### config.mk
export PLATFORM = sky130hd
export DESIGN_NAME = rpc_front
export DESIGN_NICKNAME = d
export VERILOG_FILES = /design/src/hw/rtl/rpc_pkg.sv /design/src/hw/rtl/rpc_front.sv
export SDC_FILE = /design/constraint.sdc
export NUM_CORES = 1
export LEC_CHECK = 0
export ABC_AREA = 1
export BUFFER_PORTS_ARGS = -buffer_cell sky130_fd_sc_hd__buf_2
export CORE_ASPECT_RATIO = 1.1
export CORE_MARGIN = 5
export CORE_UTILIZATION = 45
export DETAILED_ROUTE_END_ITERATION = 8
export PLACE_DENSITY = 0.88
export SLEW_MARGIN = 20
export SYNTH_ARGS = -nofsm -noshare
export SYNTH_HDL_FRONTEND = slang
export SYNTH_SLANG_ARGS = --single-unit
### constraint.sdc
create_clock -name vclk -period 4.8
set_input_delay 0.96 -clock vclk [all_inputs]
set_output_delay 0.96 -clock vclk [all_outputs]
set_load 0.1 [all_outputs]
### src/hw/rtl/rpc_pkg.sv
// Shared types, constants and the arctangent table of the rect/polar converter.
// No dependencies.
package rpc_pkg;

  localparam int ITER_DEFAULT = 16;
  localparam int QUEUE_DEPTH  = 2;
  localparam int IN_W         = 16;
  localparam int MAG_W        = 17;
  localparam int FRAC_W       = 16;
  localparam int XY_W         = 36;
  localparam int Z_W          = 32;
  localparam int GAIN_W       = 31;
  localparam int GAIN_FRAC    = 30;
  localparam int SPLIT        = 17;
  localparam int MAG_MAX      = 46341;

  localparam logic signed [GAIN_W-1:0] INV_GAIN = 31'sd652032874;
  localparam logic [Z_W-1:0]           PI_Z     = 32'h8000_0000;

  localparam logic ACT_TO_POLAR = 1'b0;
  localparam logic ACT_TO_RECT  = 1'b1;

  typedef struct packed {
    logic                   action;
    logic signed [IN_W-1:0] in_first;
    logic signed [IN_W-1:0] in_second;
  } rpc_in_t;

  typedef struct packed {
    logic signed [MAG_W-1:0] out_first;
    logic signed [IN_W-1:0]  out_second;
  } rpc_out_t;

  typedef struct packed {
    logic                   to_rect;
    logic                   zero;
    logic signed [XY_W-1:0] x;
    logic signed [XY_W-1:0] y;
    logic signed [Z_W-1:0]  z;
  } rpc_work_t;

  function automatic logic signed [Z_W-1:0] atan_at(input int idx);
    logic signed [Z_W-1:0] v;
    case (idx)
      0:       v = 32'h2000_0000;
      1:       v = 32'h12E4_051E;
      2:       v = 32'h09FB_385B;
      3:       v = 32'h0511_11D4;
      4:       v = 32'h028B_0D43;
      5:       v = 32'h0145_D7E1;
      6:       v = 32'h00A2_F61E;
      7:       v = 32'h0051_7C55;
      8:       v = 32'h0028_BE53;
      9:       v = 32'h0014_5F2F;
      10:      v = 32'h000A_2F98;
      11:      v = 32'h0005_17CC;
      12:      v = 32'h0002_8BE6;
      13:      v = 32'h0001_45F3;
      14:      v = 32'h0000_A2FA;
      15:      v = 32'h0000_517D;
      16:      v = 32'h0000_28BE;
      17:      v = 32'h0000_145F;
      18:      v = 32'h0000_0A30;
      19:      v = 32'h0000_0518;
      20:      v = 32'h0000_028C;
      21:      v = 32'h0000_0146;
      22:      v = 32'h0000_00A3;
      23:      v = 32'h0000_0051;
      default: v = '0;
    endcase
    return v;
  endfunction

endpackage

### src/hw/rtl/rpc_front.sv
// Front end: classifies an incoming beat and sets up the CORDIC start vector.
// Depends on rpc_pkg.
module rpc_front (
  input  rpc_pkg::rpc_in_t   in_item,
  output rpc_pkg::rpc_work_t work
);
  import rpc_pkg::*;

  logic signed [XY_W-1:0] first_s;
  logic signed [XY_W-1:0] second_s;
  logic signed [IN_W-1:0] ang;
  logic                   wide;

  assign first_s  = {{(XY_W-IN_W-FRAC_W){in_item.in_first[IN_W-1]}},
                     in_item.in_first, {FRAC_W{1'b0}}};
  assign second_s = {{(XY_W-IN_W-FRAC_W){in_item.in_second[IN_W-1]}},
                     in_item.in_second, {FRAC_W{1'b0}}};

  // angles beyond +-pi/2 fold by pi: flipping the top bit of a binary angle
  assign wide = (in_item.in_second > 16'sd16384) || (in_item.in_second < -16'sd16384);
  assign ang  = wide ? {~in_item.in_second[IN_W-1], in_item.in_second[IN_W-2:0]}
                     : in_item.in_second;

  always_comb begin
    work = '0;
    if (in_item.action == ACT_TO_POLAR) begin
      work.to_rect = ACT_TO_POLAR;
      work.zero    = (in_item.in_first == '0) && (in_item.in_second == '0);
      if (in_item.in_first[IN_W-1]) begin
        work.x = -first_s;
        work.y = -second_s;
        work.z = PI_Z;
      end else begin
        work.x = first_s;
        work.y = second_s;
        work.z = '0;
      end
    end else begin
      work.to_rect = ACT_TO_RECT;
      work.zero    = 1'b0;
      work.x       = wide ? -first_s : first_s;
      work.y       = '0;
      work.z       = {ang, {(Z_W-IN_W){1'b0}}};
    end
  end

endmodule

## Yosys cells after proc, flatten, opt, wreduce, memory -nomap -nowiden

Index checks and enable logic that the tools add are counted.

| word-level totals | value |
|---|---|
| flip-flop bits (word level) | 0 |
| input bits | 33 |
| output and inout bits | 106 |
| word-level logic and storage cells | 13 |

| cells by class | value |
|---|---|
| add/sub/neg operators | 2 |
| magnitude comparators | 2 |
| muxes and demuxes | 4 |
| bitwise gates (word level) | 1 |
| reduce and logical (&&, ||, !) cells | 4 |

Operators by type and width:

| operator | number |
|---|---|
| $mux W106 | 1 |
| $mux W104 | 1 |
| $neg A32 Y36 | 2 |
| $mux W36 | 1 |
| $logic_not A16 Y1 | 2 |
| $gt A16 B16 Y1 const B | 1 |
| $lt A16 B15 Y1 const B | 1 |
| $mux W16 | 1 |
| $logic_and A1 B1 Y1 | 1 |
| $logic_or A1 B1 Y1 | 1 |
| $not A1 Y1 | 1 |

## Logic depth before layout (Yosys ltp)

Gate-level depths: netlist (run 1).

| logic depth | value |
|---|---|
| depth in word-level cells | 4 |
| mapped depth | 11 |
| depth with buffers taken out | 11 |

## Least setup slack after synthesis (run 1)

Ideal clock, no wire load.

| timing path | value |
|---|---|
| path type | input-to-output |
| start point | in in_item[0] in the netlist's numbering |
| end point | out work[85] in the netlist's numbering |
| data arrival time | 3.937 ns |
| data required time | 3.840 ns |
| path slack | -0.097 ns |
| cell stages on the path | 8 |
| path buffers | 0 |
| path through | inv_1 -> ha_1 -> nand2_1 -> nor2_4 -> nand3_4 -> nand3_4 -> nand2_4 -> o21ai_0 |

RTL lines:

| element | RTL line | source |
|---|---|---|
| start: declaration | rpc_front.sv:4 | `input rpc_pkg::rpc_in_t in_item,` |
| end: declaration | rpc_front.sv:5 | `output rpc_pkg::rpc_work_t work` |

==> results of run 1 <==
==> how the worst max path moves through the flow <==
stage	start	endpoint	slack [ns]	cells past startpoint
floorplan	in_item[0]	work[85]	-0.1	8
global placement	in_item[16]	work[100]	0.77	13
detailed placement	in_item[17]	work[100]	0.62	13
CTS	in_item[17]	work[100]	0.62	13
global route	in_item[17]	work[100]	0.34	13
finish	in_item[17]	work[100]	0.62	13
==> cell families after synthesis <==
group | count (synthesis)
AO/OA/AOI/OAI | 44
XOR/XNOR | 5
adder cells (fa/ha/maj) | 7
buffers and inverters | 119
other | 1
AND/OR/NAND/NOR | 220
==> power breakdown <==
| part | internal (uW) | switching [uW] | leakage, uW | total, uW |
|---|---|---|---|---|
| logic | 71.9 | 541 | 0.00152 | 613 |
| clock network | 0 | 0 | 0 | 0 |
| registers | 0 | 0 | 0 | 0 |
==> worst max-delay path, delay by kind of cell <==
| kind | cells | cell delay (ns) |
|---|---|---|
| AND/OR/NAND/NOR | 8 | 1.24 |
| buffers and inverters | 3 | 0.58 |
| adder cells (fa/ha/maj) | 2 | 0.44 |
==> metrics by stage <==
step | setup slack, ns | std cells
CTS | 0.624 | 530
global placement | 0.766 | 530
floorplan | -0.0973 | 443
finish | 0.616 | 530
global route | 0.342 | 530
detailed placement | 0.621 | 530
==> layer usage <==
metal / track usage (%) / vias up
li1: - / 1297
met1: 20.4 / 1062
met2: 32.5 / 91
met3: 2.02 / 4
met4: 3.62 / 0
met5: 0 / -
==> final cells by class <==
type               count  area [sq um]  share of cell area (%)
inverters             59           221                    9.67
well taps             54          67.6                    2.95
multi-input cells    324          1530                    66.8
repair buffers        93           470                    20.5
==> cells in the mapped netlist <==
library cell,number
xor2_1,3
buf_1,3
nor3_1,8
and3_1,2
nand2_4,2
nand2_1,117
nand3_4,2
o21ai_0,18
xnor2_1,1
inv_1,54
nor3_2,1
xor2_4,1
buf_2,3
nand4_1,2
o21a_1,1
nand2_2,1
nor2_1,46
ha_1,7
nor3b_1,1
conb_1,1
buf_4,50
nand3_1,30
inv_2,2
clkbuf_1,4
a21oi_1,25
nand3b_1,7
nor2_4,1
clkinv_1,3
==> cells in the final DEF (no fill, tap or decap), types with 18 or more instances in the layout <==
master and instances:
nand3_1 30, buf_2 91, conb_1 48, nand2_1 117, nor2_1 46, inv_1 54, o21ai_0 18, a21oi_1 25
==> results.toml, run 1 <==
[yosys]
synthAdderAreaFrac_pct = 4.41
synth_simple_gate_area_share_pct = 48.9
synth_cell_types = 28
yosysSeqAreaShare_pct = 0
synth_top_family_by_area = "simple AND/OR/NAND/NOR gates"
synthMuxAreaShare_pct = 0
synthCells = 396
synth_xor_area_share_pct = 3.15
yosysTopAreaCellShare_pct = 22.1
yosysWarnings = 0
synth_compound_area_share_pct = 11.2
synth_largest_area_cell = "nand2_1"
synth.area.top_cells = "nand2_1 (22%), buf_4 (19%), inv_1 (10%)"
synth_area_sq_um = 1990
syn_area_per_cell_sq_um = 5.02

[worst_hold_path]
holdCritStartpoint = "in_item[16]"
hold_path_class = "input port to primary output"
holdPathEnd = "work[84]"
hold_depth = 2

[setup_path]
required_ns = 3.84
cp_max_fo = 6
start_kind = "input port"
crit_path_frequent_cell = "nand2_1"
end_kind = "primary output"
path_cells = "buf_2, inv_1, ha_1, nand2_1, nor2_1, nand4_1, nor2_1, ha_1, nand3b_1, nand2_1, nand2_1, nand2_1, buf_2"
cpPeakStageDelay_ns = 0.42
crit_arrival_ns = 3.22
cpMaxStageDelayCell = "buf_2"
crit_type = "input port to primary output"

[grt]
grt_pass1_vias = 2168
grt_pass1_wl_um = 8730
grt_max_degree = 44
antenna_found_initial = 0
grt_usage_pct = 17.2
grt-ovfl-total = 0

[die]
rows = 25
die_height_um = 79.7
die_w_um = 73.4
initial_utilization_pct = 46.4
io_pins = 139
core_sq_um = 4290
die_area_sq_um = 5850

[final_layout]
finalNetCount = 518
layout-drive-gt1-share_pct = 21.8
n_antenna_cell = 0
seq_area_sq_um = 0
nFlopsAndLatches = 0
utilization_pct = 53.4
final_cell_area_sq_um = 2290
clkbuf_count = 0
areaGrowthSynthToFinish_pct = 15.2
num-fill-cells = 470

[detailed_routing]
vias = 2454
wl_per_cell_um = 10.4
drc = 0
met1_length_um = 2210
wirelength_um = 5490
met3_length_um = 513
vias_per_cell = 4.63
dr_wl_met2_um = 2720
drt_iter0_markers = 125
route.top_layer_used = "met4"
drt_pass1_iterations = 4
antenna_left = 0

[placement]
place_congestion = 0.848
portBuffers = 91
hpwl_um = 4530
placed_area_sq_um = 2290

[timing]
setup_violations = 0
final.min_clock_period_ns = 4.18
slew_violations = 0
maxSlewHeadroom_pct = 49.9
rsz0062_at_grt = "false"
worstMarginPinSlew_ns = 0.751
holdWs_ns = 2.30
period_share_pct = 87.2
hold_violations = 0
tns_ns = 0
max_freq_mhz = 239

[clock_tree]
cts_hold_buf = 0
cts_setup_buffers = 0
cts_resized = 0

[power_and_ir_drop]
power_uw = 613
leakagePower_uw = 0.00152
power_density_nw_per_um2 = 268
vdd_drop_max_uv = 155

[run_status]
status = "completed"

[run]
maxCapViolations = 0
No activity file was read; power rests on OpenSTA's default activity.
==> run 2: changes to the inputs <==
Settings changed: ABC_AREA 1 to unset, CORE_UTILIZATION 45 to 44, PLACE_DENSITY 0.88 to 0.89.
==> run 2 against run 1 <==
Critical path depth fell by 5. Non-clock buffer count unchanged. Count of clock-buffer cells in the layout stayed put. Global-route usage fell by 2.7 points. Total power about the same. Fmax decreased by 5.2%. Sequential cell count unchanged. Area after synthesis decreased by 19%. Synthesized cell count shrank 40%. First-iteration DRC count fell by 42%. Combinational power about the same. Critical path type unchanged. Highest routed layer is now met3.
==> results.toml, run 2 <==
[worst_hold_path]
hold_path_class = "input port to primary output"

[run_status]
status = "completed"

[setup_path]
crit_end = "work[95]"
required_ns = 3.84
startpoint = "in_item[0]"
cp_max_fo = 15
end_kind = "primary output"
crit_type = "input port to primary output"
start_kind = "input port"
crit_arrival_ns = 3.45

[detailed_routing]
vias_per_cell = 4.78
met3_length_um = 451
vias = 1730
dr_wl_met2_um = 2070
drc = 0
antenna_left = 0
met1_length_um = 1570
wl_per_cell_um = 11.3
drt_pass1_iterations = 4
wirelength_um = 4090
route.top_layer_used = "met3"
drt_iter0_markers = 73

[die]
core_sq_um = 3600
die_w_um = 67.8
rows = 23
io_pins = 139
die_height_um = 73.6
die_area_sq_um = 4990
initial_utilization_pct = 45.0

[grt]
grt_max_degree = 47
grt_usage_pct = 14.6
grt-ovfl-total = 0
antenna_found_initial = 0
grt_pass1_vias = 1485
grt_pass1_wl_um = 6140

[yosys]
yosysSeqAreaShare_pct = 0
synth_commonest_cells = "buf_4 (51), nor2_1 (25), xor2_1 (21)"
synth.area.top_cells = "buf_4 (24%), xor2_1 (11%), and2_1 (5.8%)"
yosysTopAreaCellShare_pct = 23.6
synthCells = 237
synth_cell_types = 40
yosysWarnings = 0
syn_area_per_cell_sq_um = 6.83
yosysMostFrequentCell = "buf_4"
synth_area_sq_um = 1620
synth_largest_area_cell = "buf_4"

[final_layout]
final_common_cell = "buf_2"
n_antenna_cell = 0
stdcell_count = 362
areaGrowthSynthToFinish_pct = 17.7
num-fill-cells = 354
multi_input_area_sq_um = 1320
seq_area_sq_um = 0
final_cell_mix = "buf_2 (91), conb_1 (48), nor2_1 (25)"
clkbuf_count = 0
finalNetCount = 354
nFlopsAndLatches = 0
layout-drive-gt1-share_pct = 34.0

[timing]
max_freq_mhz = 227
hold_violations = 0
worstMarginPinSlew_ns = 0.755
maxSlewHeadroom_pct = 49.3
tns_ns = 0
slew_violations = 0
holdWs_ns = 2.34
rsz0062_at_grt = "false"
final.min_clock_period_ns = 4.41
setup_violations = 0
period_share_pct = 91.9

[placement]
placed_cells = 362
place_congestion = 0.723
hpwl_um = 3410
portBuffers = 91

[clock_tree]
cts_resized = 0
cts_hold_buf = 0
cts_setup_buffers = 0

[power_and_ir_drop]
leakagePower_uw = 0.00101
vdd_drop_max_uv = 134
power_density_nw_per_um2 = 322

[run]
maxCapViolations = 0
==> run 2: cell types whose count changed in the layout (fill, tap and decap cells not counted), sizes merged, moves of 7 or more <==
cell / before / now
and2: 0 / 15
nand2: 120 / 2
inv: 56 / 14
xor2: 4 / 21
o21ai: 18 / 11
a211oi: 0 / 7
nor2: 47 / 25
a21oi: 25 / 8
nand3: 32 / 1
==> run 2: cell type report <==
cell class	instances	area share, %
inverter	14	2.76
multi-input combinational	205	69.3
tap	50	3.28
timing repair buffer	93	24.7
==> run 2: metrics by stage <==
step           area [sq um]  power [uW]  worst slack (ns)  utilization, %
2_1_floorplan          1820         572            0.0758               -
3_3_place_gp           1910         610             0.453            53.0
3_5_place_dp           1910         613             0.372            53.0
4_1_cts                1910         614             0.373            53.0
5_1_grt                1910         634             0.237            53.0
6_report               1910         613             0.387            53.0
==> run 2: kinds of logic (layout without fill, tap and decap cells) <==
logic type	count (synthesis)	count (layout)	synth area share, %
xor+xnor	24	24	13.0
buf+inv	79	107	30.6
simple gates	77	77	28.4
compound gates	46	46	20.4
fa+ha+maj	7	7	5.41
mux	3	3	2.01
other cells	1	48	0.232
==> run 2: per-layer routing <==
metal	up-vias	track usage [%]
met2	84	28.3
met3	0	0.612
met1	763	17.6
met5	-	0
met4	0	1.99
li1	883	-
==> run 2: worst max-delay path: stages <==
cell,delay (ns)
buf_2,0.11
inv_1,0.07
ha_1,0.19
or4b_1,0.62
nor4_4,0.62
a211oi_1,0.25
xnor2_2,0.18
buf_2,0.44
==> run 2: worst min path at each step <==
stage                     start   endpoint  slack [ns]  cells past startpoint
finish              in_item[16]   work[84]        2.34                      2
global route        in_item[16]   work[84]        2.35                      2
global placement    in_item[16]   work[84]        2.33                      2
CTS                 in_item[16]   work[84]        2.33                      2
floorplan           in_item[32]  work[105]        2.13                      1
detailed placement  in_item[16]   work[84]        2.34                      2
==> run 2: where the power goes <==
part / internal [uW] / switching [uW] / total [uW]
sequential: 0 / 0 / 0
clock: 0 / 0 / 0
combinational: 72.8 / 540 / 613
