<file path="src/hw/rtl/rpc_pkg.sv">
// Shared types, constants and the arctangent table of the rect/polar converter.
// No dependencies.
package rpc_pkg;

  localparam int ITER_DEFAULT = 16;
  localparam int QUEUE_DEPTH  = 2;
  localparam int IN_W         = 16;
  localparam int MAG_W        = 17;
  localparam int FRAC_W       = 16;
  localparam int XY_W         = 36;
  localparam int Z_W          = 32;
  localparam int GAIN_W       = 31;
  localparam int GAIN_FRAC    = 30;
  localparam int SPLIT        = 17;
  localparam int MAG_MAX      = 46341;

  localparam logic signed [GAIN_W-1:0] INV_GAIN = 31'sd652032874;
  localparam logic [Z_W-1:0]           PI_Z     = 32'h8000_0000;

  localparam logic ACT_TO_POLAR = 1'b0;
  localparam logic ACT_TO_RECT  = 1'b1;

  typedef struct packed {
    logic                   action;
    logic signed [IN_W-1:0] in_first;
    logic signed [IN_W-1:0] in_second;
  } rpc_in_t;

  typedef struct packed {
    logic signed [MAG_W-1:0] out_first;
    logic signed [IN_W-1:0]  out_second;
  } rpc_out_t;

  typedef struct packed {
    logic                   to_rect;
    logic                   zero;
    logic signed [XY_W-1:0] x;
    logic signed [XY_W-1:0] y;
    logic signed [Z_W-1:0]  z;
  } rpc_work_t;

  function automatic logic signed [Z_W-1:0] atan_at(input int idx);
    logic signed [Z_W-1:0] v;
    case (idx)
      0:       v = 32'h2000_0000;
      1:       v = 32'h12E4_051E;
      2:       v = 32'h09FB_385B;
      3:       v = 32'h0511_11D4;
      4:       v = 32'h028B_0D43;
      5:       v = 32'h0145_D7E1;
      6:       v = 32'h00A2_F61E;
      7:       v = 32'h0051_7C55;
      8:       v = 32'h0028_BE53;
      9:       v = 32'h0014_5F2F;
      10:      v = 32'h000A_2F98;
      11:      v = 32'h0005_17CC;
      12:      v = 32'h0002_8BE6;
      13:      v = 32'h0001_45F3;
      14:      v = 32'h0000_A2FA;
      15:      v = 32'h0000_517D;
      16:      v = 32'h0000_28BE;
      17:      v = 32'h0000_145F;
      18:      v = 32'h0000_0A30;
      19:      v = 32'h0000_0518;
      20:      v = 32'h0000_028C;
      21:      v = 32'h0000_0146;
      22:      v = 32'h0000_00A3;
      23:      v = 32'h0000_0051;
      default: v = '0;
    endcase
    return v;
  endfunction

endpackage

</file>
<file path="src/hw/rtl/rpc_queue.sv">
// Short queue between front and back; the head is read out into a register.
// Depends on rpc_pkg.
module rpc_queue #(
  parameter int DEPTH = rpc_pkg::QUEUE_DEPTH
) (
  input  logic               clk,
  input  logic               rst_n,
  input  logic               push,
  input  rpc_pkg::rpc_work_t push_data,
  output logic               full,
  output logic               head_vld,
  output rpc_pkg::rpc_work_t head
);
  import rpc_pkg::*;

  localparam int PTR_W = (DEPTH > 1) ? $clog2(DEPTH) : 1;
  localparam int CNT_W = $clog2(DEPTH + 1);

  rpc_work_t        mem [DEPTH];
  logic [PTR_W-1:0] wr_ptr_r, wr_ptr_nxt;
  logic [PTR_W-1:0] rd_ptr_r, rd_ptr_nxt;
  logic [CNT_W-1:0] count_r, count_nxt;
  logic             head_vld_r;
  rpc_work_t        head_r;
  logic             wr_en;
  logic             rd_en;

  assign full  = (count_r == CNT_W'(DEPTH));
  assign wr_en = push && !full;
  assign rd_en = (count_r != '0);

  always_comb begin
    wr_ptr_nxt = wr_ptr_r;
    rd_ptr_nxt = rd_ptr_r;
    count_nxt  = count_r;
    if (wr_en) begin
      wr_ptr_nxt = (wr_ptr_r == PTR_W'(DEPTH - 1)) ? '0 : wr_ptr_r + 1'b1;
    end
    if (rd_en) begin
      rd_ptr_nxt = (rd_ptr_r == PTR_W'(DEPTH - 1)) ? '0 : rd_ptr_r + 1'b1;
    end
    case ({wr_en, rd_en})
      2'b10:   count_nxt = count_r + 1'b1;
      2'b01:   count_nxt = count_r - 1'b1;
      default: count_nxt = count_r;
    endcase
  end

  always_ff @(posedge clk) begin
    if (wr_en) begin
      mem[wr_ptr_r] <= push_data;
    end
    if (rd_en) begin
      head_r <= mem[rd_ptr_r];
    end
  end

  always_ff @(posedge clk) begin
    if (!rst_n) begin
      wr_ptr_r   <= '0;
      rd_ptr_r   <= '0;
      count_r    <= '0;
      head_vld_r <= 1'b0;
    end else begin
      wr_ptr_r   <= wr_ptr_nxt;
      rd_ptr_r   <= rd_ptr_nxt;
      count_r    <= count_nxt;
      head_vld_r <= rd_en;
    end
  end

  assign head_vld = head_vld_r;
  assign head     = head_r;

endmodule

</file>
<file path="config.mk">
export PLATFORM = sky130hd
export DESIGN_NAME = rpc_queue
export DESIGN_NICKNAME = d
export VERILOG_FILES = /design/src/hw/rtl/rpc_pkg.sv /design/src/hw/rtl/rpc_queue.sv
export SDC_FILE = /design/constraint.sdc
export NUM_CORES = 1
export LEC_CHECK = 0
export BUFFER_PORTS_ARGS = -buffer_cell sky130_fd_sc_hd__buf_2
export CORE_ASPECT_RATIO = 1.2
export CORE_MARGIN = 4
export CORE_UTILIZATION = 45
export DETAILED_ROUTE_END_ITERATION = 8
export PLACE_DENSITY_LB_ADDON = 0.15
export SETUP_SLACK_MARGIN = 0.1
export SLEW_MARGIN = 20
export SYNTH_ARGS = -nofsm -noshare
export SYNTH_HDL_FRONTEND = slang
export SYNTH_SLANG_ARGS = --single-unit
</file>
<file path="constraint.sdc">
create_clock -name clk -period 5.7 [get_ports clk]
set_input_delay 0.285 -clock clk [delete_from_list [all_inputs] [get_ports clk]]
set_output_delay 0.285 -clock clk [all_outputs]
set_load 0.1 [all_outputs]
</file>
Word-level counts from Yosys, hierarchy flattened
Memory sizes are Yosys's and may differ from the RTL's. A register that Yosys moved wholly into a read port is not among the register bits.
Index checks and enable logic that the tools add are counted.

cells by class
  eq/ne operators = 3
  reduce and logical (&&, ||, !) cells = 4
  muxes and demuxes = 5
  add/subtract/negate cells = 4

operator list
  operator                                                             count
  2-bit == test (second input constant)                                2
  1-bit two-way mux                                                    4
  2-bit case mux with 2 select lines                                   1
  2-bit nonzero test                                                   2
  1-bit adder (second input constant)                                  2
  2-bit by 1-bit adder with 2-bit output (second input constant)       1
  2-bit by 1-bit == test with 1-bit output (second input constant)     1
  2-bit by 1-bit subtractor with 2-bit output (second input constant)  1
  1-bit logical AND                                                    1
  1-bit logical NOT                                                    1

word-level totals
  logic and storage cells = 21
  input bits = 109
  memories = 1
  output and inout port bits = 108
  bits in writable memories = 212
  register bits after elaboration = 5

memory list
  name  words  width  rd ports  clocked after Yosys merged registers in  write ports  RTL line         source
  mem   2      106    1         1                                        1            rpc_queue.sv:19  rpc_work_t mem [DEPTH];

Depth between registers and ports, before layout
Gate-level depths: netlist of run 1.

  depth after elaboration = 5
  gate-level depth with buffers = 5
  mapped depth without buffers = 4

Least setup slack after synthesis of run 1
No wires, ideal clock.

  path kind = reg2reg
  start = register count_r[0]
  end = memory mem[0][0] in the netlist's numbering (enable)
  clock period less this slack = 5.501 ns
  stages on the path, launching flop included = 4
  required time = 5.129 ns
  buffers on the path = 0
  arrival = 4.930 ns
  setup slack = 0.199 ns
  setup time = 0.571 ns
  cell sequence = dfxtp_1 -> nand2b_1 -> nand2_1 -> nor2_1

between the ends
  word-level cells in the longest chain between the ends = 5

RTL lines
  element                                  RTL line         source
  start, declared                          rpc_queue.sv:22  logic [CNT_W-1:0] count_r, count_nxt;
  start signal, assigned                   rpc_queue.sv:67  count_r <= count_nxt;
  2-bit == test                            rpc_queue.sv:28  assign full = (count_r == CNT_W'(DEPTH));
  1-bit logical NOT                        rpc_queue.sv:29  assign wr_en = push && !full;
  1-bit logical AND                        rpc_queue.sv:29
  1-bit two-way mux                        rpc_queue.sv:50  if (wr_en) begin
  1-bit two-way mux (implied by the code)  rpc_queue.sv:51  mem[wr_ptr_r] <= push_data;
  end, declared                            rpc_queue.sv:19

No other way between the ends.

Worst setup path after layout of run 1
  start = register count_r[0]
  end = memory mem[0][103] in the netlist's numbering (enable)

Same word-level chain as after synthesis.

==> summary.txt, run 1 <==
DRC errors left - 0
Die Y-Extent - 180 um
clk slew on worst S/H paths - 60 ps
largest net degree at the start of global routing - 68
delay-heaviest family, CP - simple AND/OR/NAND/NOR gates
Die Wd - 151 um
maximum vdd drop - 0.328 mV
number of synthesized register bits - 323
Post-Layout Cell Count - 1151
synth top area cells - edfxtp_1 (86%), mux2_2 (8.9%), mux2_4 (2.4%), dfxtp_1 (0.90%), buf_6 (0.41%)
Max Slew Vio Count - 0
fmax - 419 MHz
Clock Tree Buf Depth - 3
wire per inst - 18.0 um
cells after synthesis - 458
initial antenna violation count - 0
sequential area share after synthesis - 0.870
worst skew pair latency - 550 ps
# IOs - 217
RSZ-0062 raised after global routing - no
DP HPWL - 12.6 mm
vias in the first global route - 5856
Setup crit end kind - flip-flop
Starting Density - 0.460
maximum fanout along the worst path - 38
largest area contributor in the netlist - edfxtp_1
share of the synthesized area in the top cell type - 0.861
n_diodes - 0
max cap viols - 0
Crit Path Category - reg -> reg
Area Overhead vs Synth - 31.7%
H-tree lvl count - 1
TritonCTS clock tree - done
Lkg Pwr - 5.36 nW
CP arrival - 2570 ps
fillers - 1788
FP Rows - 62
GRT Residual Overflow - 0
Clock Skews - 9.31 ps
post-layout min period - 2390 ps
Synth warnings - 0
Die Area - 27200 um^2
synth unique cells - 15
worst-path cell with the longest stage delay - nor2_4
final period utilization - 0.419
worst r2r src - count_r[0]$_SDFFE_PN0P_
via count - 5416
CP endpoint - mem[0][103]$_DFFE_PP_
Sink Count - 323
Num CTS Buffers - 31
wirelength, routed - 20.8 mm
Setup TNS - 0 ps
area of the core - 24100 um^2
stages on the worst setup path - 4
global-route wire length before repair - 31.4 mm
crit path from - count_r[0]$_SDFFE_PN0P_
synthesized net count - 567
worst reg2reg endpoint - mem[0][103]$_DFFE_PP_
synthesized area per cell - 24.2 um^2
R2R setup slack - 3310 ps
crit path cell chain - nand2b_1, nand2_1, nor2_4, buf_4
Cell Pwr Density - 369 nW/um^2
Slew headroom - 0.334
critical path's largest stage delay - 770 ps
measured slew at the worst slew-check pin - 997 ps
Worst Path Buf+Inv - 1
crit start category - flip-flop
outcome - complete, no violations
vias per std cell - 4.71
routability cong. - 0.772
placed instance count - 987
final setup fails - 0
hold violation total from the final report - 0
first-pass iteration count of the detailed router - 4
class of the worst hold path - in -> reg
Layout Nets - 917
DRT iter0 DRCs - 228
IO Port Bufs - 216
All-Layer GR Usage - 0.149
post-route antenna net violation count - 0
R2R depth - 4
Clock Tree Root - clkbuf_16
share of post-route cells with drive strength above 1 - 0.449
Post-Syn Area - 11100 um^2
data required time of the worst path - 5880 ps
state kept, by name, indices dropped and copies added (netlist names):
name / flops
wr_ptr_r: 1
count_r: 2
rd_ptr_r: 1
head_vld: 1
head: 106
mem: 212
stage by stage:
stage / instance area, um^2 / utilization / setup slack [ps] / power [mW] / hold WS, ps
6_report: 14600 / 0.606 / 3310 / 5.38 / 460
5_1_grt: 14600 / 0.606 / 3130 / 5.58 / 438
4_1_cts: 14600 / 0.606 / 3260 / 5.46 / 430
3_5_place_dp: 12500 / 0.520 / 3270 / 3.40 / 476
3_3_place_gp: 12500 / 0.520 / 3320 / 3.39 / 473
2_1_floorplan: 11100 / - / 199 / 3.28 / 384
worst min-delay path by stage:
| stage | startpoint | to | slack (ps) | depth (start not counted) |
|---|---|---|---|---|
| 6_report | push_data[3] | mem[1][3]$_DFFE_PP_ | 460 | 2 |
| 5_1_grt | push_data[85] | mem[0][85]$_DFFE_PP_ | 440 | 2 |
| 4_1_cts | push_data[89] | mem[1][89]$_DFFE_PP_ | 430 | 2 |
| 3_5_place_dp | push_data[3] | mem[1][3]$_DFFE_PP_ | 480 | 1 |
| 3_3_place_gp | push_data[43] | mem[0][43]$_DFFE_PP_ | 470 | 1 |
| 2_1_floorplan | push_data[0] | mem[0][0]$_DFFE_PP_ | 380 | 0 |
power by group:
group	total, mW	internal [mW]	switching, mW	leakage (nW)
registers	2.81	2.77	0.0445	3.03
clock network	1.98	1.17	0.809	0.483
logic	0.589	0.176	0.413	1.85
layer usage:
metal  track usage  routed length, um  vias to the layer above
met2         0.266              11000                      166
met1         0.179               7900                     2682
met3        0.0285               1280                       44
met5             0                  0                        -
li1              -                  -                     2524
met4        0.0515                578                        0
repair_timing:
item                      CTS  global route
setup buffers               0             0
gates resized for setup     0             0
hold buffers              108             0
hold endpoints to repair  214             0
worst reg2reg max path, stage by stage, from the launching register on:
cell and delay [ps]:
dfxtp_1 340, nand2b_1 160, nand2_1 130, nor2_4 770
buf_4 600
Yosys cell counts, drive strengths merged:
master,n
and2,2
and3,2
buf,12
dfxtp,5
edfxtp,318
inv,2
mux2,106
mux2i,1
nand2,2
nand2b,2
nor2,4
nor3,1
or2,1
cells in the final DEF, fill, tap and decap left out, types with 2 or more instances in the layout:
cell type / instances
mux2_4: 18
clkbuf_1: 7
edfxtp_1: 318
nand2_1: 2
mux2_2: 88
buf_4: 5
nor2_1: 3
bufinv_16: 4
dfxtp_1: 4
dlygate4sd3_1: 108
and2_1: 2
clkinv_1: 8
inv_1: 2
clkinv_2: 5
nand2b_1: 2
clkbuf_16: 31
buf_2: 216
cell families (layout without fill, tap and decap cells):
| kind of cell | after synthesis | count (layout) | synth area share |
|---|---|---|---|
| buffers and inverters | 14 | 387 | 0.00835 |
| DFF | 323 | 323 | 0.870 |
| muxes | 107 | 107 | 0.115 |
| and+or+nand+nor | 14 | 14 | 0.00688 |
cell type report:
cell class / instances / area, um^2 / area share
Clock inverter: 18 / 184 / 0.0126
Timing Repair Buffer: 329 / 2200 / 0.151
Multi-Input combinational cell: 121 / 1360 / 0.0933
Sequential cell: 323 / 9650 / 0.661
Tap cell: 320 / 400 / 0.0274
Inverter: 2 / 7.51 / 0.000514
Clock buffer: 38 / 802 / 0.0549
Note: power is estimated with default switching activity, not from simulation.
==> inputs of run 2 (changes only) <==
- ABC_AREA: unset -> 1
- clock period: 5.7 -> 2.3 ns (I/O delays scaled with it)
==> run 2 against run 1 <==
- global-route usage rose by 0.37 points
- total power rose by 150%
- sequential share of layout area fell by 0.14 points
- first-iteration DRC count rose by 39%
- utilization rose by 0.14 points
- via count rose by 14%
- count of clock-buffer cells in the layout rose by 3
- clock skew fell by 1.9 ps
- area after synthesis barely moved
==> summary.txt, run 2 <==
outcome - complete, no violations (unchanged)
crit start category - flip-flop (unchanged)
Sink Count - 323 (unchanged)
Reg with most FFs - mem (unchanged)
ys flop type - edfxtp_1 (unchanged)
routability cong. - 0.739 (was 0.772)
data required time of the worst path - 2730 ps (was 5880 ps)
Synth top cells by count - nand2_1 (324), edfxtp_1 (318), buf_2 (17) (was edfxtp_1 (318), mux2_2 (88), mux2_4 (18))
Starting Density - 0.459 (was 0.460)
RSZ-0062 raised after global routing - no (unchanged)
Synth warnings - 0 (unchanged)
largest net degree at the start of global routing - 108 (was 68)
Cell Pwr Density - 903 nW/um^2 (was 369 nW/um^2)
via count - 6169 (was 5416)
Crit Path Category - reg -> reg (unchanged)
worst r2r src - count_r[0]$_SDFFE_PN0P_ (unchanged)
All-Layer GR Usage - 0.153 (was 0.149)
worst skew pair latency - 540 ps (was 550 ps)
global-route wire length before repair - 32.6 mm (was 31.4 mm)
most frequent cells in the layout - nand2_1 (322), edfxtp_1 (318), buf_2 (216), dlygate4sd3_1 (110), clkbuf_16 (31) (was edfxtp_1 (318), buf_2 (216), dlygate4sd3_1 (108), mux2_2 (88), clkbuf_16 (31))
Resized cells post-CTS - 0 (unchanged)
worst reg2reg endpoint - wr_ptr_r$_SDFFE_PN0P_ (was mem[0][103]$_DFFE_PP_)
most common cell after layout, fill and taps aside - nand2_1 (was edfxtp_1)
vias per std cell - 4.49 (was 4.71)
Max Slew Vio Count - 0 (unchanged)
Lkg Pwr - 5.85 nW (was 5.36 nW)
critical path's largest stage delay - 550 ps (was 770 ps)
Worst Setup Slack, final - 415 ps (was 3310 ps)
maximum vdd drop - 1.09 mV (was 0.328 mV)
Slew headroom - 0.601 (was 0.334)
Clock Tree Root - clkbuf_16 (unchanged)
hold violation total from the final report - 0 (unchanged)
R2R depth - 7 (was 4)
Die Wd - 151 um (about the same)
class of the worst hold path - in -> reg (unchanged)
measured slew at the worst slew-check pin - 598 ps (was 997 ps)
Setup TNS - 0 ps (unchanged)
final period utilization - 0.820 (was 0.419)
first-pass iteration count of the detailed router - 4 (unchanged)
HP Start - push_data[104] (was push_data[3])
wirelength, routed - 21.0 mm (was 20.8 mm)
most used cell, CP - dlygate4sd3_1
Clock Skews - 7.43 ps (was 9.31 ps)
post-layout min period - 1890 ps (was 2390 ps)
synthesized net count - 795 (was 567)
Int Pwr - 10.0 mW (was 4.12 mW)
Layout Nets - 1140 (was 917)
cells after synthesis - 686 (was 458)
Seq pwr share - 0.524 (was 0.523)
Switching Power - 3.21 mW (was 1.27 mW)
CP arrival - 2310 ps (was 2570 ps)
Post-synth ARST share - 0 (unchanged)
Clock Tree Buf Depth - 3 (unchanged)
share of the synthesized area in the top cell type - 0.862 (was 0.861)
DP HPWL - 11.9 mm (was 12.6 mm)
Die Area - 27200 um^2 (about the same)
maximum fanout along the worst path - 4 (was 38)
GRT Residual Overflow - 0 (unchanged)
post-route antenna net violation count - 0 (unchanged)
max cap viols - 0 (unchanged)
crit path cell chain - inv_2, nand2_4, nand3_2, nand2_1, dlygate4sd3_1, nor2_1, dlygate4sd3_1 (was nand2b_1, nand2_1, nor2_4, buf_4)
FP Rows - 62 (unchanged)
sequential area share after synthesis - 0.871 (was 0.870)
part of the power in combinational logic - 0.114 (was 0.109)
worst-path cell with the longest stage delay - dlygate4sd3_1 (was nor2_4)
Setup crit end kind - flip-flop (unchanged)
final setup fails - 0 (unchanged)
Largest register FFs - 212 (unchanged)
clk slew on worst S/H paths - 60 ps (about the same)
synth unique cells - 11 (was 15)
DRT iter0 DRCs - 317 (was 228)
placed instance count - 1208 (was 987)
Clk pwr share - 0.362 (was 0.368)
largest area contributor in the netlist - edfxtp_1 (unchanged)
Worst Hold End - mem[0][104]$_DFFE_PP_ (was mem[1][3]$_DFFE_PP_)
Switching Share - 0.243 (was 0.235)
Num CTS Buffers - 31 (unchanged)
Post-Syn Area - 11100 um^2 (about the same)
IO Port Bufs - 216 (unchanged)
Post-Layout Cell Count - 1374 (was 1151)
wire per inst - 15.3 um (was 18.0 um)
area of the core - 24100 um^2 (unchanged)
H-tree lvl count - 1 (unchanged)
vias in the first global route - 6212 (was 5856)
R2R setup slack - 410 ps (was 3310 ps)
Die Y-Extent - 180 um (about the same)
initial antenna violation count - 3 (was 0)
share of post-route cells with drive strength above 1 - 0.264 (was 0.449)
most numerous cell in the Yosys netlist - nand2_1 (was edfxtp_1)
setup bufs post-CTS - 0 (unchanged)
number of synthesized register bits - 323 (unchanged)
DRC errors left - 0 (unchanged)
synthesized area per cell - 16.2 um^2 (was 24.2 um^2)
worst slack, placed - 793 ps (was 3270 ps)
TritonCTS clock tree - done (unchanged)
Area Overhead vs Synth - 32.1% (was 31.7%)
# IOs - 217 (unchanged)
fmax - 530 MHz (was 419 MHz)
hold-critical path depth - 2 (unchanged)
Post-synth EDFFs - 318 (unchanged)
synth top area cells - edfxtp_1 (86%), nand2_1 (11%), dfxtp_1 (0.90%), buf_2 (0.77%), buf_6 (0.51%) (was edfxtp_1 (86%), mux2_2 (8.9%), mux2_4 (2.4%), dfxtp_1 (0.90%), buf_6 (0.41%))
-- run 2: worst max-delay path, delay by kind of cell (launching register included) --
kind,cells,cell delay (ps)
buffers and inverters,3,1140
and+or+nand+nor,4,290
DFF,1,350
-- run 2: worst max-delay path by stage --
stage / from / to / slack, ps / depth (start not counted)
floorplan: count_r[0]$_SDFFE_PN0P_ / mem[0][0]$_DFFE_PP_ / -190 / 4
global placement: count_r[0]$_SDFFE_PN0P_ / mem[0][80]$_DFFE_PP_ / 810 / 5
detailed placement: count_r[0]$_SDFFE_PN0P_ / mem[0][80]$_DFFE_PP_ / 790 / 5
CTS: count_r[0]$_SDFFE_PN0P_ / wr_ptr_r$_SDFFE_PN0P_ / 430 / 7
global route: count_r[0]$_SDFFE_PN0P_ / wr_ptr_r$_SDFFE_PN0P_ / 330 / 7
finish: count_r[0]$_SDFFE_PN0P_ / wr_ptr_r$_SDFFE_PN0P_ / 410 / 7
-- run 2: cell families after synthesis --
kind of cell | synth area share
AOI/OAI and AO/OA | 0.000903
buffers and inverters | 0.0157
DFF | 0.871
and+or+nand+nor | 0.113
-- run 2: power by group through the flow --
stage	clock network (mW)	logic [mW]	registers (mW)
after global routing	5.20	1.61	6.95
after floorplan	0	0.317	7.77
after CTS	4.90	1.53	6.93
after detailed placement	0	1.38	7.05
after global placement	0	1.36	7.05
final	4.78	1.51	6.93
-- run 2: routing by layer --
layer	routed length, um	vias to the layer above	track usage
li1	-	3078	-
met1	8330	2836	0.196
met2	10600	203	0.258
met3	1460	48	0.0330
met4	563	4	0.0508
met5	27	-	0
-- run 2: timing repair --
| action | 4_1_cts | 5_1_grt |
|---|---|---|
| hold buffers | 110 | 0 |
| endpoints found under the setup margin | 0 | 0 |
| endpoints found under the hold margin | 217 | 0 |
-- run 2: metrics by stage --
step / cell area (um^2) / util / hold WS, ps / power [mW]
2_1_floorplan: 11100 / - / 214 / 8.09
3_3_place_gp: 12600 / 0.522 / 302 / 8.41
3_5_place_dp: 12600 / 0.522 / 306 / 8.43
4_1_cts: 14600 / 0.607 / 262 / 13.4
5_1_grt: 14600 / 0.607 / 276 / 13.8
6_report: 14600 / 0.607 / 293 / 13.2
-- run 2: final cells by class --
type	count	area, um^2
antenna	1	2.50
clock buffer	41	813
clock inverter	14	144
fill	1793	9480
inverter	6	32.5
multi-input combinational	334	1280
sequential	323	9660
tap	320	400
timing repair buffer	335	2310
==> inputs of run 3 (changes only) <==
- clock period: 2.3 -> 1.9 ns (I/O delays scaled with it)
==> run 3 against run 2 <==
- sequential power increased by 21%
- combinational power increased by 23%
- flip-flop and latch count unchanged
- hold slack improved by 30 ps
- cell count increased by 0.44%
- non-clock buffer count increased by 1
- critical endpoint is now full
- highest routed layer unchanged
==> summary.txt, run 3 (synthesis results as in run 2) <==
outcome - complete, no violations (unchanged)
data required time of the worst path - 1800 ps (was 2730 ps)
first-pass iteration count of the detailed router - 6 (was 4)
final setup fails - 0 (unchanged)
FP Rows - 62 (unchanged)
RSZ-0062 raised after global routing - no (unchanged)
# IOs - 217 (unchanged)
Die Wd - 151 um (unchanged)
post-layout min period - 1560 ps
Cell Pwr Density - 1110 nW/um^2 (was 903 nW/um^2)
Slew headroom - 0.635 (was 0.601)
area of the core - 24100 um^2 (unchanged)
worst r2r src - count_r[0]$_SDFFE_PN0P_ (unchanged)
via count - 6189 (was 6169)
setup bufs post-CTS - 0 (unchanged)
CP endpoint - full (was wr_ptr_r$_SDFFE_PN0P_)
crit path from - count_r[0]$_SDFFE_PN0P_ (unchanged)
Final Total Pwr - 16.3 mW (was 13.2 mW)
Resized cells post-CTS - 0 (unchanged)
Area Overhead vs Synth - 33.5% (was 32.1%)
crit start category - flip-flop (unchanged)
wire per inst - 15.4 um (was 15.3 um)
All-Layer GR Usage - 0.156 (was 0.153)
CP arrival - 1460 ps (was 2310 ps)
worst skew pair latency - 500 ps (was 540 ps)
global-route wire length before repair - 33.0 mm (was 32.6 mm)
IO Port Bufs - 216 (unchanged)
Max Slew Vio Count - 0 (unchanged)
share of post-route cells with drive strength above 1 - 0.266 (was 0.264)
DP HPWL - 12.2 mm (was 11.9 mm)
worst reg2reg endpoint - mem[0][38]$_DFFE_PP_ (was wr_ptr_r$_SDFFE_PN0P_)
initial antenna violation count - 2 (was 3)
routability cong. - 0.742 (was 0.739)
maximum vdd drop - 0.852 mV (was 1.09 mV)
R2R depth - 5 (was 7)
fillers - 1812 (was 1793)
Clock Skews - 16.6 ps (was 7.43 ps)
DRT iter0 DRCs - 303 (was 317)
DRC errors left - 0 (unchanged)
largest net degree at the start of global routing - 108 (unchanged)
most frequent cells in the layout - nand2_1 (322), edfxtp_1 (318), buf_2 (216), dlygate4sd3_1 (109), clkbuf_16 (37) (was nand2_1 (322), edfxtp_1 (318), buf_2 (216), dlygate4sd3_1 (110), clkbuf_16 (31))
Clock Tree Root - clkbuf_16 (unchanged)
Die Y-Extent - 180 um (unchanged)
final period utilization - 0.819
GRT Residual Overflow - 0 (unchanged)
Die Area - 27200 um^2 (unchanged)
wirelength, routed - 21.3 mm (was 21.0 mm)
Largest register FFs - 212 (unchanged)
H-tree lvl count - 2 (was 1)
dpl cell area - 12600 um^2 (about the same)
vias per std cell - 4.48 (was 4.49)
max cap viols - 0 (unchanged)
TritonCTS clock tree - done (unchanged)
vias in the first global route - 6260 (was 6212)
Starting Density - 0.459 (unchanged)
Num CTS Buffers - 34 (was 31)
Sink Count - 323 (unchanged)
R2R setup slack - 430 ps (was 410 ps)
hold violation total from the final report - 0 (unchanged)
Clock Tree Buf Depth - 3 (unchanged)
Crit Path Category - reg -> out (was reg -> reg)
clk slew on worst S/H paths - 60 ps (about the same)
measured slew at the worst slew-check pin - 548 ps (was 598 ps)
maximum fanout along the worst path - 4 (unchanged)
post-route antenna net violation count - 0 (unchanged)
fmax - 643 MHz
post-route cell area - 14800 um^2 (was 14600 um^2)
Reg with most FFs - mem (unchanged)
class of the worst hold path - in -> reg (unchanged)
Layout Nets - 1144 (was 1140)
Lkg Pwr - 5.91 nW (was 5.85 nW)
most common cell after layout, fill and taps aside - nand2_1 (unchanged)
Setup crit end kind - primary output (was flip-flop)
[run 3: routing by layer]
metal / part of all wire / up-vias / routed length (um) / global-route usage
met5: 0.00061 / - / 13 / 0
met4: 0.020 / 2 / 420 / 0.0410
met3: 0.075 / 34 / 1590 / 0.0448
met2: 0.50 / 187 / 10700 / 0.261
met1: 0.40 / 2881 / 8530 / 0.199
li1: - / 3085 / - / -
[run 3: worst min path at each step]
| stage | startpoint | depth (start not counted) | to |
|---|---|---|---|
| 2_1_floorplan | push_data[0] | 0 | mem[0][0]$_DFFE_PP_ |
| 3_3_place_gp | push_data[78] | 1 | mem[0][78]$_DFFE_PP_ |
| 3_5_place_dp | push_data[88] | 1 | mem[1][88]$_DFFE_PP_ |
| 4_1_cts | push_data[79] | 2 | mem[0][79]$_DFFE_PP_ |
| 5_1_grt | push_data[58] | 2 | mem[0][58]$_DFFE_PP_ |
| 6_report | push_data[44] | 2 | mem[1][44]$_DFFE_PP_ |
[run 3: area by class of cell]
type	instances	area, um^2	area share
clock inverters	14	88.8	0.00601
diodes	1	2.50	0.000169
flip-flops and latches	323	9660	0.653
repair buffers	336	2370	0.160
well taps	320	400	0.0271
inverters	6	32.5	0.00220
clock buffers	46	960	0.0649
multi-input cells	334	1280	0.0867
[run 3: metrics by stage]
step	TNS [ps]	instances	setup slack, ps	util	hold slack (ps)
CTS	0	1379	306	0.613	294
finish	0	1380	344	0.613	323
floorplan	-184910	686	-593	-	194
global route	0	1380	266	0.613	310
global placement	0	1210	453	0.524	282
detailed placement	0	1210	444	0.524	286
[run 3: where the power goes]
group          switching [mW]  total, mW  internal (mW)
clock network            2.44       6.11           3.67
logic                    1.40       1.85          0.445
registers              0.0920       8.38           8.29
total                    3.94       16.3           12.4
[run 3: repair_timing]
| item | CTS | global route |
|---|---|---|
| hold endpoints to repair | 217 | 0 |
| endpoints found under the setup margin | 0 | 0 |
| hold buffers | 109 | 0 |
[run 3: critical path, stage by stage (launching register included)]
cell     delay [ps]
dfxtp_2         330
inv_2            60
nand2_4          60
inv_1            70
buf_2           440
